File: config.mk
export PLATFORM = sky130hd
export DESIGN_NAME = crc16_byte_stuffing_framer_flat
export DESIGN_NICKNAME = d
export VERILOG_FILES = /design/src/design/cbsf_pkg.sv /design/src/design/cbsf_ifs.sv /design/src/design/cbsf_front.sv /design/src/design/cbsf_fifo.sv /design/src/design/cbsf_back.sv /design/src/design/crc16_byte_stuffing_framer.sv /design/src/flat_wrapper.sv
export SDC_FILE = /design/constraint.sdc
export NUM_CORES = 1
export LEC_CHECK = 0
export BUFFER_PORTS_ARGS = -buffer_cell sky130_fd_sc_hd__buf_4
export CAP_MARGIN = 20
export CORE_UTILIZATION = 45
export DETAILED_ROUTE_END_ITERATION = 8
export HOLD_SLACK_MARGIN = 0.02
export PLACE_DENSITY_LB_ADDON = 0.15
export RECOVER_POWER = 50
export SETUP_SLACK_MARGIN = 0.15
export SLEW_MARGIN = 20
export SYNTH_ARGS = -nofsm -noshare
export SYNTH_HDL_FRONTEND = slang
export SYNTH_SLANG_ARGS = --single-unit
File: constraint.sdc
create_clock -name clk -period 8.4 [get_ports clk]
set_input_delay 0 -clock clk [delete_from_list [all_inputs] [get_ports clk]]
set_output_delay 0 -clock clk [all_outputs]
set_load 0.1 [all_outputs]
File: src/design/cbsf_pkg.sv
// Shared types, line codes and the CRC fold for the byte stuffing framer.
`timescale 1ns / 1ps

package cbsf_pkg;

	localparam logic [7:0]  ESC_BYTE   = 8'h17;
	localparam logic [7:0]  STUFF_BYTE = 8'h12;
	localparam logic [7:0]  START_BYTE = 8'h13;
	localparam logic [7:0]  END_BYTE   = 8'h05;
	localparam logic [15:0] CRC_INIT   = 16'hFFFF;
	localparam logic [15:0] CRC_POLY   = 16'h1021;

	// One classified payload word, queued between front and back.
	typedef struct packed {
		logic        hdr;   // opens a frame: header goes first
		logic [7:0]  data;
		logic        last;  // closes the frame: CRC and trailer follow
		logic [15:0] crc;   // CRC after folding this byte
	} entry_t;

	typedef struct packed {
		logic full;
		logic empty;
	} q_status_t;

	// Next line byte to send for the queue head.
	typedef enum logic [3:0] {
		ST_IDLE,
		ST_HDR_ESC,
		ST_HDR_SOF,
		ST_DATA,
		ST_DATA_STF,
		ST_CRCH,
		ST_CRCH_STF,
		ST_CRCL,
		ST_CRCL_STF,
		ST_TRL_ESC,
		ST_TRL_EOF
	} step_t;

	// CRC-16/CCITT-FALSE, MSB first, one byte.
	function automatic logic [15:0] crc_fold(input logic [15:0] crc, input logic [7:0] b);
		logic [15:0] c;
		c = crc ^ {b, 8'h00};
		for (int i = 0; i < 8; i++) begin
			if (c[15]) begin
				c = {c[14:0], 1'b0} ^ CRC_POLY;
			end else begin
				c = {c[14:0], 1'b0};
			end
		end
		return c;
	endfunction

endpackage

File: src/design/cbsf_ifs.sv
// Valid/ready channel interfaces for payload words in and line words out.
`timescale 1ns / 1ps

interface cbsf_in_if;
	logic       valid;
	logic       ready;
	logic [7:0] data_byte;
	logic       last_byte;

	modport source (output valid, output data_byte, output last_byte, input ready);
	modport sink   (input valid, input data_byte, input last_byte, output ready);
endinterface

interface cbsf_out_if;
	logic       valid;
	logic       ready;
	logic [7:0] out_byte;
	logic       frame_end;

	modport source (output valid, output out_byte, output frame_end, input ready);
	modport sink   (input valid, input out_byte, input frame_end, output ready);
endinterface

File: src/design/cbsf_front.sv
// Front end: accepts payload words, tracks frame state and folds the CRC.
`timescale 1ns / 1ps

module cbsf_front (
	input  logic                clk,
	input  logic                arst_n,
	cbsf_in_if.sink             ingress,
	input  cbsf_pkg::q_status_t q_stat,
	output logic                wr_en,
	output cbsf_pkg::entry_t    wr_entry
);

	logic        frame_open_q;
	logic [15:0] crc_q;
	logic [15:0] crc_base;
	logic [15:0] crc_next;

	assign ingress.ready = !q_stat.full;
	assign wr_en         = ingress.valid && !q_stat.full;

	assign crc_base = frame_open_q ? crc_q : cbsf_pkg::CRC_INIT;
	assign crc_next = cbsf_pkg::crc_fold(crc_base, ingress.data_byte);

	always_comb begin
		wr_entry.hdr  = !frame_open_q;
		wr_entry.data = ingress.data_byte;
		wr_entry.last = ingress.last_byte;
		wr_entry.crc  = crc_next;
	end

	always_ff @(posedge clk or negedge arst_n) begin
		if (!arst_n) begin
			frame_open_q <= 1'b0;
			crc_q        <= cbsf_pkg::CRC_INIT;
		end else if (wr_en) begin
			frame_open_q <= !ingress.last_byte;
			crc_q        <= crc_next;
		end
	end

endmodule

File: src/design/cbsf_fifo.sv
// Small queue of classified words between front and back.
`timescale 1ns / 1ps

module cbsf_fifo #(
	parameter int DEPTH = 4
) (
	input  logic                clk,
	input  logic                arst_n,
	input  logic                wr_en,
	input  cbsf_pkg::entry_t    wr_entry,
	input  logic                rd_en,
	output cbsf_pkg::entry_t    head,
	output cbsf_pkg::q_status_t q_stat
);

	localparam int PTR_W = $clog2(DEPTH);
	localparam int CNT_W = $clog2(DEPTH + 1);

	cbsf_pkg::entry_t mem_q [DEPTH];
	logic [PTR_W-1:0] wr_ptr_q;
	logic [PTR_W-1:0] rd_ptr_q;
	logic [CNT_W-1:0] count_q;

	assign head         = mem_q[rd_ptr_q];
	assign q_stat.full  = (count_q == CNT_W'(DEPTH));
	assign q_stat.empty = (count_q == '0);

	always_ff @(posedge clk) begin
		if (wr_en) begin
			mem_q[wr_ptr_q] <= wr_entry;
		end
	end

	always_ff @(posedge clk or negedge arst_n) begin
		if (!arst_n) begin
			wr_ptr_q <= '0;
			rd_ptr_q <= '0;
			count_q  <= '0;
		end else begin
			if (wr_en) begin
				wr_ptr_q <= (wr_ptr_q == PTR_W'(DEPTH - 1)) ? '0 : wr_ptr_q + 1'b1;
			end
			if (rd_en) begin
				rd_ptr_q <= (rd_ptr_q == PTR_W'(DEPTH - 1)) ? '0 : rd_ptr_q + 1'b1;
			end
			if (wr_en && !rd_en) begin
				count_q <= count_q + 1'b1;
			end else if (rd_en && !wr_en) begin
				count_q <= count_q - 1'b1;
			end
		end
	end

endmodule

File: src/design/cbsf_back.sv
// Back end: walks the queue head through header, stuffing, CRC and trailer.
`timescale 1ns / 1ps

module cbsf_back (
	input  logic                clk,
	input  logic                arst_n,
	input  cbsf_pkg::q_status_t q_stat,
	input  cbsf_pkg::entry_t    head,
	output logic                rd_en,
	cbsf_out_if.source          egress
);

	cbsf_pkg::step_t step_q;
	cbsf_pkg::step_t step_d;
	cbsf_pkg::step_t cur_step;

	logic       ovalid_q;
	logic [7:0] obyte_q;
	logic       oend_q;

	logic       load;
	logic       emit;
	logic       done;
	logic [7:0] byte_d;

	assign load = !ovalid_q || egress.ready;
	assign emit = load && !q_stat.empty;

	always_comb begin
		cur_step = step_q;
		if (step_q == cbsf_pkg::ST_IDLE) begin
			cur_step = head.hdr ? cbsf_pkg::ST_HDR_ESC : cbsf_pkg::ST_DATA;
		end

		done   = 1'b0;
		step_d = cur_step;
		byte_d = cbsf_pkg::ESC_BYTE;
		unique case (cur_step)
			cbsf_pkg::ST_HDR_ESC: begin
				byte_d = cbsf_pkg::ESC_BYTE;
				step_d = cbsf_pkg::ST_HDR_SOF;
			end
			cbsf_pkg::ST_HDR_SOF: begin
				byte_d = cbsf_pkg::START_BYTE;
				step_d = cbsf_pkg::ST_DATA;
			end
			cbsf_pkg::ST_DATA: begin
				byte_d = head.data;
				if (head.data == cbsf_pkg::ESC_BYTE) begin
					step_d = cbsf_pkg::ST_DATA_STF;
				end else if (head.last) begin
					step_d = cbsf_pkg::ST_CRCH;
				end else begin
					done = 1'b1;
				end
			end
			cbsf_pkg::ST_DATA_STF: begin
				byte_d = cbsf_pkg::STUFF_BYTE;
				if (head.last) begin
					step_d = cbsf_pkg::ST_CRCH;
				end else begin
					done = 1'b1;
				end
			end
			cbsf_pkg::ST_CRCH: begin
				byte_d = head.crc[15:8];
				step_d = (head.crc[15:8] == cbsf_pkg::ESC_BYTE) ?
					cbsf_pkg::ST_CRCH_STF : cbsf_pkg::ST_CRCL;
			end
			cbsf_pkg::ST_CRCH_STF: begin
				byte_d = cbsf_pkg::STUFF_BYTE;
				step_d = cbsf_pkg::ST_CRCL;
			end
			cbsf_pkg::ST_CRCL: begin
				byte_d = head.crc[7:0];
				step_d = (head.crc[7:0] == cbsf_pkg::ESC_BYTE) ?
					cbsf_pkg::ST_CRCL_STF : cbsf_pkg::ST_TRL_ESC;
			end
			cbsf_pkg::ST_CRCL_STF: begin
				byte_d = cbsf_pkg::STUFF_BYTE;
				step_d = cbsf_pkg::ST_TRL_ESC;
			end
			cbsf_pkg::ST_TRL_ESC: begin
				byte_d = cbsf_pkg::ESC_BYTE;
				step_d = cbsf_pkg::ST_TRL_EOF;
			end
			cbsf_pkg::ST_TRL_EOF: begin
				byte_d = cbsf_pkg::END_BYTE;
				done   = 1'b1;
			end
			default: begin
				byte_d = cbsf_pkg::ESC_BYTE;
				step_d = cbsf_pkg::ST_IDLE;
			end
		endcase
		if (done) begin
			step_d = cbsf_pkg::ST_IDLE;
		end
	end

	assign rd_en = emit && done;

	always_ff @(posedge clk or negedge arst_n) begin
		if (!arst_n) begin
			step_q   <= cbsf_pkg::ST_IDLE;
			ovalid_q <= 1'b0;
		end else begin
			if (emit) begin
				step_q <= step_d;
			end
			if (load) begin
				ovalid_q <= emit;
			end
		end
	end

	always_ff @(posedge clk) begin
		if (emit) begin
			obyte_q <= byte_d;
			oend_q  <= (cur_step == cbsf_pkg::ST_TRL_EOF);
		end
	end

	assign egress.valid     = ovalid_q;
	assign egress.out_byte  = obyte_q;
	assign egress.frame_end = oend_q;

endmodule

File: src/design/crc16_byte_stuffing_framer.sv
// Top level of the CRC-16 byte stuffing framer.
//
// channel  dir  word                   notes
// -------  ---  ---------------------  ----------------------------------------
// ingress  in   data_byte, last_byte   one payload byte; last_byte closes frame
// egress   out  out_byte, frame_end    one line byte; frame_end on trailer 0x05
//
// Line bytes: the line side sends one byte per cycle while egress is ready and
//   a word is queued, so a payload word takes one byte, two if it equals 0x17,
//   plus two for a header and four to six for the CRC and trailer; the back end sequencer sets that rate.
// Reset: arst_n clears frame state, queue and output; the next word opens
//   a new frame (a frame open at reset is dropped without trailer).
// Stalls: the queue lets ingress keep accepting while egress is held, until it is full.
`timescale 1ns / 1ps

module crc16_byte_stuffing_framer #(
	parameter int QUEUE_DEPTH = 4
) (
	input  logic        clk,
	input  logic        arst_n,
	cbsf_in_if.sink     ingress,
	cbsf_out_if.source  egress
);

	// front end -> queue
	logic                wr_en;
	cbsf_pkg::entry_t    wr_entry;

	// queue -> back end
	logic                rd_en;
	cbsf_pkg::entry_t    head;
	cbsf_pkg::q_status_t q_stat;

	// Classification and CRC folding happen at accept time.
	cbsf_front u_front (
		.clk      (clk),
		.arst_n   (arst_n),
		.ingress  (ingress),
		.q_stat   (q_stat),
		.wr_en    (wr_en),
		.wr_entry (wr_entry)
	);

	cbsf_fifo #(
		.DEPTH (QUEUE_DEPTH)
	) u_fifo (
		.clk      (clk),
		.arst_n   (arst_n),
		.wr_en    (wr_en),
		.wr_entry (wr_entry),
		.rd_en    (rd_en),
		.head     (head),
		.q_stat   (q_stat)
	);

	// Expands each queued word into its line bytes, one per cycle while egress is ready.
	cbsf_back u_back (
		.clk    (clk),
		.arst_n (arst_n),
		.q_stat (q_stat),
		.head   (head),
		.rd_en  (rd_en),
		.egress (egress)
	);

endmodule
File: src/flat_wrapper.sv
// flat-port wrapper written by rule: the top's interface ports become plain ports
module crc16_byte_stuffing_framer_flat 
#(
	parameter int QUEUE_DEPTH = 4
)
  (clk, arst_n, ingress_valid, ingress_data_byte, ingress_last_byte, ingress_ready, egress_valid, egress_out_byte, egress_frame_end, egress_ready);
  cbsf_in_if ingress_i ();
  cbsf_out_if egress_i ();
  input  logic clk;
  input  logic arst_n;
  input wire logic [$bits(ingress_i.valid)-1:0] ingress_valid;
  input wire logic [$bits(ingress_i.data_byte)-1:0] ingress_data_byte;
  input wire logic [$bits(ingress_i.last_byte)-1:0] ingress_last_byte;
  output wire logic [$bits(ingress_i.ready)-1:0] ingress_ready;
  output wire logic [$bits(egress_i.valid)-1:0] egress_valid;
  output wire logic [$bits(egress_i.out_byte)-1:0] egress_out_byte;
  output wire logic [$bits(egress_i.frame_end)-1:0] egress_frame_end;
  input wire logic [$bits(egress_i.ready)-1:0] egress_ready;
  assign ingress_i.valid = ingress_valid;
  assign ingress_i.data_byte = ingress_data_byte;
  assign ingress_i.last_byte = ingress_last_byte;
  assign ingress_ready = ingress_i.ready;
  assign egress_valid = egress_i.valid;
  assign egress_out_byte = egress_i.out_byte;
  assign egress_frame_end = egress_i.frame_end;
  assign egress_i.ready = egress_ready;
  crc16_byte_stuffing_framer #(.QUEUE_DEPTH(QUEUE_DEPTH)) u_core (.clk(clk), .arst_n(arst_n), .ingress(ingress_i), .egress(egress_i));
endmodule
==> impl_metrics.py <==
metrics = {
    "outcome": {
        "status": "finished, violations left",
        "violations": "capacitance limit, slew limit",
    },
    "hold_path": {
        "hp-class": "in -> reg",
    },
    "sta": {
        "rsz0062_at_grt": "false",
        "final_hold_viol_count": 0,
        "setup_viol": 0,
        "totalNegativeSetupSlack_ns": 0,
        "report.final.slew_viol_count": 111,
        "worst_pin_slew_ns": 1.72,
        "fmax_ghz": 0.295,
        "finalCritPeriodShare": 0.403,
        "min_period_ns": 3.39,
        "clock_skew_ns": 0.00803,
        "slew_headroom": -0.144,
    },
    "cts": {
        "clkLatencyLatePin_ns": 0.41,
        "cts_setup_buffers": 0,
        "clock_path_buffers": 2,
        "path_clk_slew_ns": 0.06,
        "h-tree-depth": 4,
        "cts_hold_buffers": 11,
        "cts_tree": "done",
        "root_buffer": "clkbuf_16",
        "ctsResizeCount": 0,
        "numCtsBuffers": 17,
        "cts.sinks": 142,
    },
    "power_and_ir_drop": {
        "pwr_density_cell_nw_per_um2": 441,
        "vdd_drop_max_uv": 195,
        "design_power_total_mw": 3.13,
        "p_leak_nw": 2.47,
    },
    "cells_and_area": {
        "drive_above_1_share": 0.191,
        "num_antenna_cells": 0,
        "multiInputGateArea_sq_um": 1840,
        "layout_common_cells": "113 x edfxtp_1, 42 x nand2_1, 28 x xnor2_1",
        "regArea_sq_um": 4140,
        "syn_to_final_growth_pct": 15.4,
        "utilization": 0.534,
        "nets": 442,
        "final_common_cell": "edfxtp_1",
        "stdcell_area_sq_um": 7090,
        "fill_cells": 1094,
    },
    "setup_path": {
        "crit_fanout": 29,
        "reg2reg_setup_slack_ns": 5.01,
        "start_kind": "flop",
        "end_kind": "flop",
        "worstPathArrival_ns": 3.72,
        "worst_ep_required_time_ns": 8.73,
        "path_class": "reg -> reg",
    },
    "floorplan": {
        "die_w_um": 119,
        "die_h_um": 119,
        "start_util": 0.462,
        "die-area_sq_um": 14100,
        "rows": 42,
        "pin_count": 24,
        "core_area_sq_um": 13300,
    },
    "logic_synthesis": {
        "synth_top_area_share": 0.552,
        "yosys_warnings": 0,
        "syn_avg_cell_area_sq_um": 16.3,
        "synth_edf_count": 113,
        "synth_ff_type": "edfxtp_1",
        "syn_area_sq_um": 6150,
        "ys_seq_elements": 142,
        "yosysTopAreaCell": "edfxtp_1",
        "synthCells": 377,
        "ys_types": 46,
        "async_flop_share": 0.204,
        "synth_nets": 397,
        "synthTopCellsByArea": "edfxtp_1 55%, mux4_2 7.7%, dfstp_2 6.8%, dfrtp_1 5.3%, xnor2_1 4.0%",
        "seq_area_frac_synth": 0.673,
    },
    "placed_design": {
        "port_buffers": 23,
        "post_dp_cell_area_sq_um": 6470,
        "place_hpwl_um": 7650,
        "place_congestion": 0.759,
    },
    "routing": {
        "viasPerCell": 5.30,
        "antenna_left": 0,
        "drc": 0,
        "firstDrtPassIters": 5,
        "wl_per_cell_um": 19.4,
        "drtIter0Drc": 276,
        "route.vias.total": 3241,
        "drt-total-wl_um": 11900,
    },
    "grt": {
        "grt_pass1_wl_um": 18600,
        "grt_pass1_vias": 3352,
        "antenna_found_initial": 0,
        "grt_overflow": 0,
        "track_usage": 0.182,
        "grt_max_degree": 30,
    },
    "run": {
        "cap_violations": 4,
    },
}
## registers in the layout, indices dropped and copies added (netlist names)
register                        flops
u_core.u_back.egress.out_byte       8
u_core.u_front.crc_q               16
u_core.u_back.egress.frame_end      1
u_core.u_fifo.count_q               3
u_core.u_fifo.wr_ptr_q              2
u_core.u_fifo.rd_ptr_q              2
u_core.u_back.egress.valid          1
u_core.u_fifo.mem_q               104
u_core.u_front.frame_open_q         1
u_core.u_back.step_q                4
## per-stage QoR
| step | setup WS [ns] | std cells | hold slack, ns |
|---|---|---|---|
| 4_1_cts | 4.97 | 611 | 0.0528 |
| 2_1_floorplan | 5.36 | 377 | -0.296 |
| 3_3_place_gp | 5.04 | 568 | -0.0397 |
| 3_5_place_dp | 4.98 | 568 | -0.0429 |
| 6_report | 5.01 | 611 | 0.118 |
| 5_1_grt | 4.74 | 611 | 0.158 |
## per-layer routing
layer	wire length, um	up-vias	GRT usage
met5	0	-	0
met4	153	0	0.0696
met3	529	11	0.0536
met2	5610	60	0.281
met1	5590	1645	0.245
li1	-	1525	-
## cell type report
type,count,area share
Sequential cell,142,0.584
Tap cell,176,0.0310
Multi-Input combinational cell,206,0.259
Clock buffer,19,0.0610
Clock inverter,13,0.0242
Timing Repair Buffer,40,0.0335
Inverter,15,0.00794
## power by group
group	internal (mW)	leakage [nW]	switching (mW)
combinational	0.405	0.827	0.735
sequential	1.12	1.36	0.106
clock	0.492	0.283	0.271
total	2.02	2.47	1.11
## cells in the mapped netlist (7+ instances only)
cell type,instances
clkbuf_1,7
dfrtp_1,13
dfstp_2,16
edfxtp_1,113
inv_1,14
mux2_2,9
mux4_2,21
nand2_1,42
nor2_1,20
o21ai_0,9
xnor2_1,28
## cells by family (layout without fill, tap and decap cells)
family | Yosys count | in the layout | synth area share
buffers and inverters | 29 | 87 | 0.0289
AND/OR/NAND/NOR | 93 | 93 | 0.0733
flip-flops | 142 | 142 | 0.673
adder cells (fa/ha/maj) | 7 | 7 | 0.0155
AO/OA/AOI/OAI | 35 | 35 | 0.0419
multiplexers | 38 | 38 | 0.120
XOR/XNOR | 33 | 33 | 0.0470
## worst paths after layout
kind,start,endpoint,cells past startpoint
max reg2reg,u_core.u_fifo.rd_ptr_q[0]$_DFFE_PN0P_,u_core.u_fifo.count_q[2]$_DFFE_PN0P_,12
min reg2reg,u_core.u_front.crc_q[10]$_DFFE_PN1P_,u_core.u_front.crc_q[10]$_DFFE_PN1P_,2
min,ingress_valid,u_core.u_front.crc_q[4]$_DFFE_PN1P_,4
max,u_core.u_fifo.rd_ptr_q[0]$_DFFE_PN0P_,u_core.u_fifo.count_q[2]$_DFFE_PN0P_,12
min in group asynchronous,arst_n,u_core.u_back.egress.valid$_DFFE_PN0P_,2
max in group asynchronous,arst_n,u_core.u_front.frame_open_q$_DFFE_PN0P_,2
## worst max-delay path, cell delays in order, from the launching register on
cell and delay [ns]:
dfrtp_1 0.32, buf_4 0.45, mux4_2 0.63, nor4_4 0.33, a21boi_2 0.10, a32o_2 0.30, inv_1 0.06, ha_1 0.16
inv_1 0.07, fa_1 0.43, xor2_1 0.17, nor2_1 0.11, xor2_1 0.16
Power figures use the tool's default switching activity.
